$ cat config.mk
export PLATFORM = sky130hd
export DESIGN_NAME = rgb_to_hsv_converter_unit
export DESIGN_NICKNAME = d
export VERILOG_FILES = /design/src/rtl/core/rhc_pkg.sv /design/src/rtl/core/rgb_to_hsv_converter_unit.sv /design/src/rtl/core/rhc_front.sv /design/src/rtl/core/rhc_div_stage.sv
export SDC_FILE = /design/constraint.sdc
export NUM_CORES = 2
export LEC_CHECK = 0
export ABC_AREA = 1
export BUFFER_PORTS_ARGS = -buffer_cell sky130_fd_sc_hd__buf_2
export CAP_MARGIN = 20
export CORE_ASPECT_RATIO = 0.8
export CORE_UTILIZATION = 60
export DETAILED_ROUTE_END_ITERATION = 12
export HOLD_SLACK_MARGIN = 0.05
export PLACE_DENSITY_LB_ADDON = 0.25
export SYNTH_ARGS = -nofsm -noshare
export SYNTH_HDL_FRONTEND = slang
export SYNTH_SLANG_ARGS = --single-unit
$ cat constraint.sdc
create_clock -name clk -period 10.9 [get_ports clk]
set_clock_uncertainty 0.05 [all_clocks]
set_input_delay 2.18 -clock clk [delete_from_list [all_inputs] [get_ports clk]]
set_output_delay 2.18 -clock clk [all_outputs]
set_load 0.01 [all_outputs]
$ cat src/rtl/core/rhc_pkg.sv
// ----------------------------------------------------------------------------
// rhc_pkg
// Shared types and constants for the RGB to HSV converter pipeline.
// ----------------------------------------------------------------------------
package rhc_pkg;

  // Sector base, in sixths of a turn, picked by which channel is the minimum
  localparam int HUE_BASE_RED_MIN   = 3;
  localparam int HUE_BASE_GREEN_MIN = 5;
  localparam int HUE_BASE_BLUE_MIN  = 1;

  // Sixths in one full turn
  localparam int HUE_SPAN = 6;

  // Control that travels with every pipeline stage
  typedef struct packed {
    logic valid;  // stage holds a transaction
    logic gray;   // max equals min: hue and saturation forced to zero
  } rhc_ctrl_t;

endpackage

$ cat src/rtl/core/rgb_to_hsv_converter_unit.sv
// ----------------------------------------------------------------------------
// rgb_to_hsv_converter_unit
// Pipelined RGB(A) to HSV(A) pixel converter, one pixel per clock.
// ----------------------------------------------------------------------------
// Usage:
//   Input: drive in_red/in_green/in_blue/in_alpha and raise start. A
//   transaction is taken on each rising edge with start high and busy low.
//   busy is always low: a new pixel may enter on every clock.
//   Output: out_strobe is high for exactly one cycle per pixel, with
//   out_hue (fraction of a turn), out_saturation (one integer bit plus
//   FRACTION_BITS fraction bits), out_brightness (channel max) and
//   out_alpha (copied). Results leave in input order.
//   Pipeline: one front stage for min/max and sector, FRACTION_BITS + 1
//   division steps producing one quotient bit each for hue and saturation
//   side by side, one output register. Throughput is one pixel per cycle;
//   the division pipeline depth sets the latency.
//   Reset (synchronous, rst_n low) clears every stage valid bit; pixels in
//   flight are dropped and no strobe follows.
//   The receiver cannot stall: each result shows for one cycle only.
// ----------------------------------------------------------------------------
module rgb_to_hsv_converter_unit import rhc_pkg::*; #(
  parameter int CHANNEL_BITS  = 8,
  parameter int FRACTION_BITS = 16
) (
  input  logic                      clk,
  input  logic                      rst_n,
  input  logic                      start,
  output logic                      busy,
  input  logic [CHANNEL_BITS-1:0]   in_red,
  input  logic [CHANNEL_BITS-1:0]   in_green,
  input  logic [CHANNEL_BITS-1:0]   in_blue,
  input  logic [CHANNEL_BITS-1:0]   in_alpha,
  output logic                      out_strobe,
  output logic [FRACTION_BITS-1:0]  out_hue,
  output logic [FRACTION_BITS:0]    out_saturation,
  output logic [CHANNEL_BITS-1:0]   out_brightness,
  output logic [CHANNEL_BITS-1:0]   out_alpha
);

  localparam int HW = CHANNEL_BITS + 3;  // hue divisor = 6 * chroma
  localparam int QW = FRACTION_BITS + 1; // quotient bits per division

  // Stage k feeds division step k; index QW is the last step's output
  rhc_ctrl_t               ctrl_s    [0:QW];
  logic [HW-1:0]           hue_rem_s [0:QW];
  logic [HW-1:0]           hue_div_s [0:QW];
  logic [QW-1:0]           hue_quo_s [0:QW];
  logic [CHANNEL_BITS-1:0] sat_rem_s [0:QW];
  logic [CHANNEL_BITS-1:0] max_s     [0:QW];
  logic [QW-1:0]           sat_quo_s [0:QW];
  logic [CHANNEL_BITS-1:0] alpha_s   [0:QW];

  logic                    strobe_r;
  logic [FRACTION_BITS-1:0] hue_r;
  logic [QW-1:0]           sat_r;
  logic [CHANNEL_BITS-1:0] bright_r;
  logic [CHANNEL_BITS-1:0] alpha_r;

  // Fully pipelined: never refuses a transaction
  assign busy = 1'b0;

  // Front: min/max, chroma, sector and hue numerator
  rhc_front #(
    .CHANNEL_BITS (CHANNEL_BITS)
  ) u_front (
    .clk       (clk),
    .rst_n     (rst_n),
    .take_i    (start),
    .red_i     (in_red),
    .green_i   (in_green),
    .blue_i    (in_blue),
    .alpha_i   (in_alpha),
    .ctrl_o    (ctrl_s[0]),
    .hue_num_o (hue_rem_s[0]),
    .hue_div_o (hue_div_s[0]),
    .chroma_o  (sat_rem_s[0]),
    .max_o     (max_s[0]),
    .alpha_o   (alpha_s[0])
  );

  assign hue_quo_s[0] = '0;
  assign sat_quo_s[0] = '0;

  // Division pipeline: one quotient bit per stage, MSB first.
  // Numerators never exceed their divisors, so QW bits hold the quotient.
  for (genvar k = 0; k < QW; k++) begin : g_div
    rhc_div_stage #(
      .CHANNEL_BITS  (CHANNEL_BITS),
      .FRACTION_BITS (FRACTION_BITS),
      .FIRST         (k == 0)
    ) u_step (
      .clk       (clk),
      .rst_n     (rst_n),
      .ctrl_i    (ctrl_s[k]),
      .hue_rem_i (hue_rem_s[k]),
      .hue_div_i (hue_div_s[k]),
      .hue_quo_i (hue_quo_s[k]),
      .sat_rem_i (sat_rem_s[k]),
      .max_i     (max_s[k]),
      .sat_quo_i (sat_quo_s[k]),
      .alpha_i   (alpha_s[k]),
      .ctrl_o    (ctrl_s[k+1]),
      .hue_rem_o (hue_rem_s[k+1]),
      .hue_div_o (hue_div_s[k+1]),
      .hue_quo_o (hue_quo_s[k+1]),
      .sat_rem_o (sat_rem_s[k+1]),
      .max_o     (max_s[k+1]),
      .sat_quo_o (sat_quo_s[k+1]),
      .alpha_o   (alpha_s[k+1])
    );
  end

  // Output register. A full-turn hue wraps to zero by dropping the top
  // quotient bit; gray pixels force hue and saturation to zero.
  always_ff @(posedge clk) begin
    if (!rst_n) begin
      strobe_r <= 1'b0;
    end else begin
      strobe_r <= ctrl_s[QW].valid;
    end
  end

  always_ff @(posedge clk) begin
    hue_r    <= ctrl_s[QW].gray ? '0 : hue_quo_s[QW][FRACTION_BITS-1:0];
    sat_r    <= ctrl_s[QW].gray ? '0 : sat_quo_s[QW];
    bright_r <= max_s[QW];
    alpha_r  <= alpha_s[QW];
  end

  assign out_strobe     = strobe_r;
  assign out_hue        = hue_r;
  assign out_saturation = sat_r;
  assign out_brightness = bright_r;
  assign out_alpha      = alpha_r;

endmodule

$ cat src/rtl/core/rhc_front.sv
// ----------------------------------------------------------------------------
// rhc_front
// Front stage: channel min/max, chroma, sector choice and hue numerator.
// ----------------------------------------------------------------------------
module rhc_front import rhc_pkg::*; #(
  parameter int CHANNEL_BITS = 8
) (
  input  logic                      clk,
  input  logic                      rst_n,
  input  logic                      take_i,
  input  logic [CHANNEL_BITS-1:0]   red_i,
  input  logic [CHANNEL_BITS-1:0]   green_i,
  input  logic [CHANNEL_BITS-1:0]   blue_i,
  input  logic [CHANNEL_BITS-1:0]   alpha_i,
  output rhc_ctrl_t                 ctrl_o,
  output logic [CHANNEL_BITS+2:0]   hue_num_o,
  output logic [CHANNEL_BITS+2:0]   hue_div_o,
  output logic [CHANNEL_BITS-1:0]   chroma_o,
  output logic [CHANNEL_BITS-1:0]   max_o,
  output logic [CHANNEL_BITS-1:0]   alpha_o
);

  localparam int HW = CHANNEL_BITS + 3;  // holds 6 * chroma
  localparam int SW = CHANNEL_BITS + 4;  // signed working width

  logic [CHANNEL_BITS-1:0] mn;
  logic [CHANNEL_BITS-1:0] mx;
  logic [CHANNEL_BITS-1:0] chroma;
  logic [SW-1:0]           base_term;
  logic [SW-1:0]           diff_term;
  logic [SW-1:0]           num_full;
  logic [SW-1:0]           div_full;

  rhc_ctrl_t               ctrl_r;
  logic [HW-1:0]           hue_num_r;
  logic [HW-1:0]           hue_div_r;
  logic [CHANNEL_BITS-1:0] chroma_r;
  logic [CHANNEL_BITS-1:0] max_r;
  logic [CHANNEL_BITS-1:0] alpha_r;

  always_comb begin
    mn = (red_i < green_i) ? red_i : green_i;
    if (blue_i < mn) begin
      mn = blue_i;
    end
    mx = (red_i > green_i) ? red_i : green_i;
    if (blue_i > mx) begin
      mx = blue_i;
    end
    chroma = mx - mn;

    // red tested first, then green
    if (red_i == mn) begin
      base_term = SW'(chroma) * SW'(HUE_BASE_RED_MIN);
      diff_term = SW'(green_i) - SW'(blue_i);
    end else if (green_i == mn) begin
      base_term = SW'(chroma) * SW'(HUE_BASE_GREEN_MIN);
      diff_term = SW'(blue_i) - SW'(red_i);
    end else begin
      base_term = SW'(chroma) * SW'(HUE_BASE_BLUE_MIN);
      diff_term = SW'(red_i) - SW'(green_i);
    end
    // lies in 0 .. 6*chroma
    num_full = base_term - diff_term;
    div_full = SW'(chroma) * SW'(HUE_SPAN);
  end

  always_ff @(posedge clk) begin
    if (!rst_n) begin
      ctrl_r <= '0;
    end else begin
      ctrl_r.valid <= take_i;
      ctrl_r.gray  <= (chroma == '0);
    end
  end

  always_ff @(posedge clk) begin
    hue_num_r <= num_full[HW-1:0];
    hue_div_r <= div_full[HW-1:0];
    chroma_r  <= chroma;
    max_r     <= mx;
    alpha_r   <= alpha_i;
  end

  assign ctrl_o    = ctrl_r;
  assign hue_num_o = hue_num_r;
  assign hue_div_o = hue_div_r;
  assign chroma_o  = chroma_r;
  assign max_o     = max_r;
  assign alpha_o   = alpha_r;

endmodule

$ cat src/rtl/core/rhc_div_stage.sv
// ----------------------------------------------------------------------------
// rhc_div_stage
// One registered restoring-division step for hue and saturation in parallel.
// The first step compares the raw numerator, later steps shift in a zero.
// ----------------------------------------------------------------------------
module rhc_div_stage import rhc_pkg::*; #(
  parameter int CHANNEL_BITS  = 8,
  parameter int FRACTION_BITS = 16,
  parameter bit FIRST         = 1'b0
) (
  input  logic                      clk,
  input  logic                      rst_n,
  input  rhc_ctrl_t                 ctrl_i,
  input  logic [CHANNEL_BITS+2:0]   hue_rem_i,
  input  logic [CHANNEL_BITS+2:0]   hue_div_i,
  input  logic [FRACTION_BITS:0]    hue_quo_i,
  input  logic [CHANNEL_BITS-1:0]   sat_rem_i,
  input  logic [CHANNEL_BITS-1:0]   max_i,
  input  logic [FRACTION_BITS:0]    sat_quo_i,
  input  logic [CHANNEL_BITS-1:0]   alpha_i,
  output rhc_ctrl_t                 ctrl_o,
  output logic [CHANNEL_BITS+2:0]   hue_rem_o,
  output logic [CHANNEL_BITS+2:0]   hue_div_o,
  output logic [FRACTION_BITS:0]    hue_quo_o,
  output logic [CHANNEL_BITS-1:0]   sat_rem_o,
  output logic [CHANNEL_BITS-1:0]   max_o,
  output logic [FRACTION_BITS:0]    sat_quo_o,
  output logic [CHANNEL_BITS-1:0]   alpha_o
);

  localparam int HW = CHANNEL_BITS + 3;
  localparam int QW = FRACTION_BITS + 1;

  logic [HW:0]           hue_part;
  logic [HW:0]           hue_diff;
  logic                  hue_bit;
  logic [CHANNEL_BITS:0] sat_part;
  logic [CHANNEL_BITS:0] sat_diff;
  logic                  sat_bit;

  rhc_ctrl_t               ctrl_r;
  logic [HW-1:0]           hue_rem_r;
  logic [HW-1:0]           hue_div_r;
  logic [QW-1:0]           hue_quo_r;
  logic [CHANNEL_BITS-1:0] sat_rem_r;
  logic [CHANNEL_BITS-1:0] max_r;
  logic [QW-1:0]           sat_quo_r;
  logic [CHANNEL_BITS-1:0] alpha_r;

  always_comb begin
    if (FIRST) begin
      hue_part = {1'b0, hue_rem_i};
      sat_part = {1'b0, sat_rem_i};
    end else begin
      hue_part = {hue_rem_i, 1'b0};
      sat_part = {sat_rem_i, 1'b0};
    end
    hue_diff = hue_part - {1'b0, hue_div_i};
    hue_bit  = (hue_part >= {1'b0, hue_div_i});
    sat_diff = sat_part - {1'b0, max_i};
    sat_bit  = (sat_part >= {1'b0, max_i});
  end

  always_ff @(posedge clk) begin
    if (!rst_n) begin
      ctrl_r <= '0;
    end else begin
      ctrl_r <= ctrl_i;
    end
  end

  // remainder stays below the divisor, so the top bit drops cleanly
  always_ff @(posedge clk) begin
    hue_rem_r <= hue_bit ? hue_diff[HW-1:0] : hue_part[HW-1:0];
    hue_div_r <= hue_div_i;
    hue_quo_r <= {hue_quo_i[QW-2:0], hue_bit};
    sat_rem_r <= sat_bit ? sat_diff[CHANNEL_BITS-1:0] : sat_part[CHANNEL_BITS-1:0];
    max_r     <= max_i;
    sat_quo_r <= {sat_quo_i[QW-2:0], sat_bit};
    alpha_r   <= alpha_i;
  end

  assign ctrl_o    = ctrl_r;
  assign hue_rem_o = hue_rem_r;
  assign hue_div_o = hue_div_r;
  assign hue_quo_o = hue_quo_r;
  assign sat_rem_o = sat_rem_r;
  assign max_o     = max_r;
  assign sat_quo_o = sat_quo_r;
  assign alpha_o   = alpha_r;

endmodule
==> summary.txt <==
Status
  – Status: finished, final reports clean

Finish
  – ANT cells: 0
  – Fin cells: between 5000 and 6000
  – Register area: between 20000 and 25000 um^2
  – Multi-input combinational cell area: about 16000 um^2
  – Layout cells sized above 1: under 10%
  – Nets: about 4900
  – # fillers: 5263
  – Area Overhead vs Synth: 11.9%
  – Utilization after layout: between 60 and 70%

Floorplan
  – Core area: between 60000 and 70000 um^2
  – DIE AREA: about 70000 um^2
  – Row count: 85
  – Die Y: between 200 and 250 um
  – Die W: 296 um
  – Initial cell density of the core: 61.1%
  – Ports: 86

GRT
  – Largest net degree at the start of global routing: 38
  – Global Route Usage Sum: around 22%
  – Initial antenna violation count: 2
  – Vias in the first global route: 25600
  – Global route total overflow: 0
  – Global-route wire length before repair: around 120 mm

Routing
  – Via Count: ~27000
  – Wirelength per Cell: between 10 and 15 um
  – Via density: slightly below 5
  – Iter 0 DRT Violations: around 1600
  – Post-route ant nets: 0
  – TritonRoute pass-1 iters: 5
  – Drc violations: 0
  – WL final: ~74 mm

Worst setup path
  – Crit path max fanout: 16
  – CP startpoint kind: input port
  – Worst path top cell family by delay: simple AND/OR/NAND/NOR gates
  – CP Capture Type: register
  – Crit Path Class: input port to register
  – Crit path buf inv count: 6
  – CP max stage cell: o21ai_0
  – CP required: between 10000 and 15000 ps
  – Cell repeated most along the worst path: nand2_1
  – Crit path largest cell delay: about 550 ps
  – Critical path arrival: between 9000 and 10000 ps

Clocking
  – Clock Path Buffers: 3
  – CTS tree: yes
  – Post-CTS Hold Buffers: 0
  – Clk sinks: roughly 1100
  – # Post-CTS Setup Buffers: 0
  – # resized after CTS: 0
  – Max H-tree Level: 3
  – Clk_lat worst skew: 650 ps
  – TritonCTS buffer count: between 100 and 150
  – CTS clk-pin slew, worst paths: approximately 60 ps
  – Root buf cell: clkbuf_16

Yosys
  – Cell with the most instances after synthesis: dfxtp_1
  – Top cell type's share of synthesized area: a little under three fifths
  – Syn avg cell area: approximately 9.6 um^2
  – Synth area leader: dfxtp_1
  – Mapped Area: slightly above 40000 um^2
  – Synth warn: 0
  – Sequential share of the synthesized area: roughly 55%
  – Syn Nets: ~4800
  – Synth cell types: 46
  – Commonest cells in the synthesized netlist: dfxtp_1 (1140), inv_1 (649), nand2_1 (571), ha_1 (377), o21ai_0 (332)
  – Top_reg_cell synth: dfxtp_1
  – Synthesis-stage register bit count: 1140
  – Asr flop ratio synth: 0%
  – Ranking of synthesized cells by area: dfxtp_1 (55%), ha_1 (11%), inv_1 (5.9%)
  – Post-synth EDFFs: 0
  – Syn Inst Count: between 4000 and 5000

Timing
  – Final setup viols: 0
  – Sum Neg Setup Slack: 0 ps
  – Final hold slack: about 240 ps
  – Unrepaired setup endpoints after global routing: false
  – Final period util: 86.1%
  – Final hold vios: 0
  – Fmax: between 0.1 and 0.15 GHz
  – Worst-Margin Slew: approximately 1000 ps
  – Max-slew violations: 0
  – Minimum clock period: 9380 ps
  – Slew HR: approximately a third

Placement
  – RD Place Congestion: between 0.9 and 1
  – DP Wirelength: 54.0 mm
  – Number of buffers added on ports: 84
  – Placed Cells: 5288

Run
  – Max-Cap Viols: 0

Worst hold path
  – Hold Path Class: register to register
[layout by cell type, fill, tap and decap left out, types with 25 or more instances in the layout]
| cell type | instances |
|---|---|
| ha_1 | 377 |
| nor3_1 | 48 |
| dfxtp_1 | 1139 |
| nand2_1 | 571 |
| xnor2_1 | 71 |
| nand4_1 | 25 |
| fa_1 | 39 |
| clkbuf_16 | 104 |
| nor2_1 | 326 |
| a21oi_1 | 252 |
| xor2_1 | 158 |
| buf_2 | 84 |
| inv_1 | 649 |
| o21ai_1 | 33 |
| nand3_1 | 114 |
| o21ai_0 | 331 |
[path summary, 6_finish.rpt]
kind	slack [ps]	from	depth (start not counted)	end
max	1520	in_green[3]	47	u_front.hue_num_o[10]$_DFF_P_
min	240	g_div[4].u_step.hue_quo_o[1]$_DFF_P_	0	g_div[5].u_step.hue_quo_o[2]$_DFF_P_
max reg2reg	7490	u_front.chroma_o[0]$_DFF_P_	16	g_div[0].u_step.hue_rem_o[6]$_DFF_P_
min reg2reg	240	g_div[4].u_step.hue_quo_o[1]$_DFF_P_	0	g_div[5].u_step.hue_quo_o[2]$_DFF_P_
[cell families (layout without fill, tap and decap cells)]
| logic type | Yosys count | count (layout) | share of synthesized area (%) |
|---|---|---|---|
| adder cells (fa/ha/maj) | 416 | 416 | 13.3 |
| buffers and inverters | 714 | 936 | 6.55 |
| AND/OR/NAND/NOR | 1124 | 1124 | 11.1 |
| other | 1 | 1 | 0.00904 |
| AO/OA/AOI/OAI | 716 | 716 | 9.23 |
| flip-flops | 1140 | 1140 | 55.0 |
| XOR/XNOR | 229 | 229 | 4.84 |
[state kept, by name, summed over array words and instances (netlist names), 17 cells and up]
register                cells
g_div.u_step.alpha_o      136
g_div.u_step.max_o        136
g_div.u_step.hue_div_o    160
g_div.u_step.hue_quo_o    136
g_div.u_step.hue_rem_o    161
g_div.u_step.sat_rem_o    128
out_saturation             17
g_div.u_step.sat_quo_o    153
g_div.u_step.ctrl_o        34
[cell type report]
| cell class | count | share of cell area [%] |
|---|---|---|
| clock inverters | 56 | 1.43 |
| clock buffers | 131 | 6.28 |
| multi-input cells | 2486 | 34.3 |
| flip-flops and latches | 1140 | 49.2 |
| inverters | 659 | 5.33 |
| repair buffers | 90 | 1.01 |
| well taps | 913 | 2.46 |
[metal layers]
| layer | vias to the layer above | track usage (%) | wire, um |
|---|---|---|---|
| met2 | 487 | 32.5 | 30500 |
| met3 | 110 | 3.96 | 4010 |
| li1 | 14200 | - | - |
| met1 | 12200 | 31.6 | 37900 |
| met5 | - | 0 | 11 |
| met4 | 2 | 5.56 | 1450 |
[metrics by stage]
stage	worst slack (ps)	cell area, um^2
3_5_place_dp	1010	42800
3_3_place_gp	1090	42800
5_1_grt	633	46400
4_1_cts	1650	46400
2_1_floorplan	2170	41500
6_report	1520	46400
Power is not shown: default switching activity piles up to over one toggle a cycle in this logic, so the estimate is an artifact.
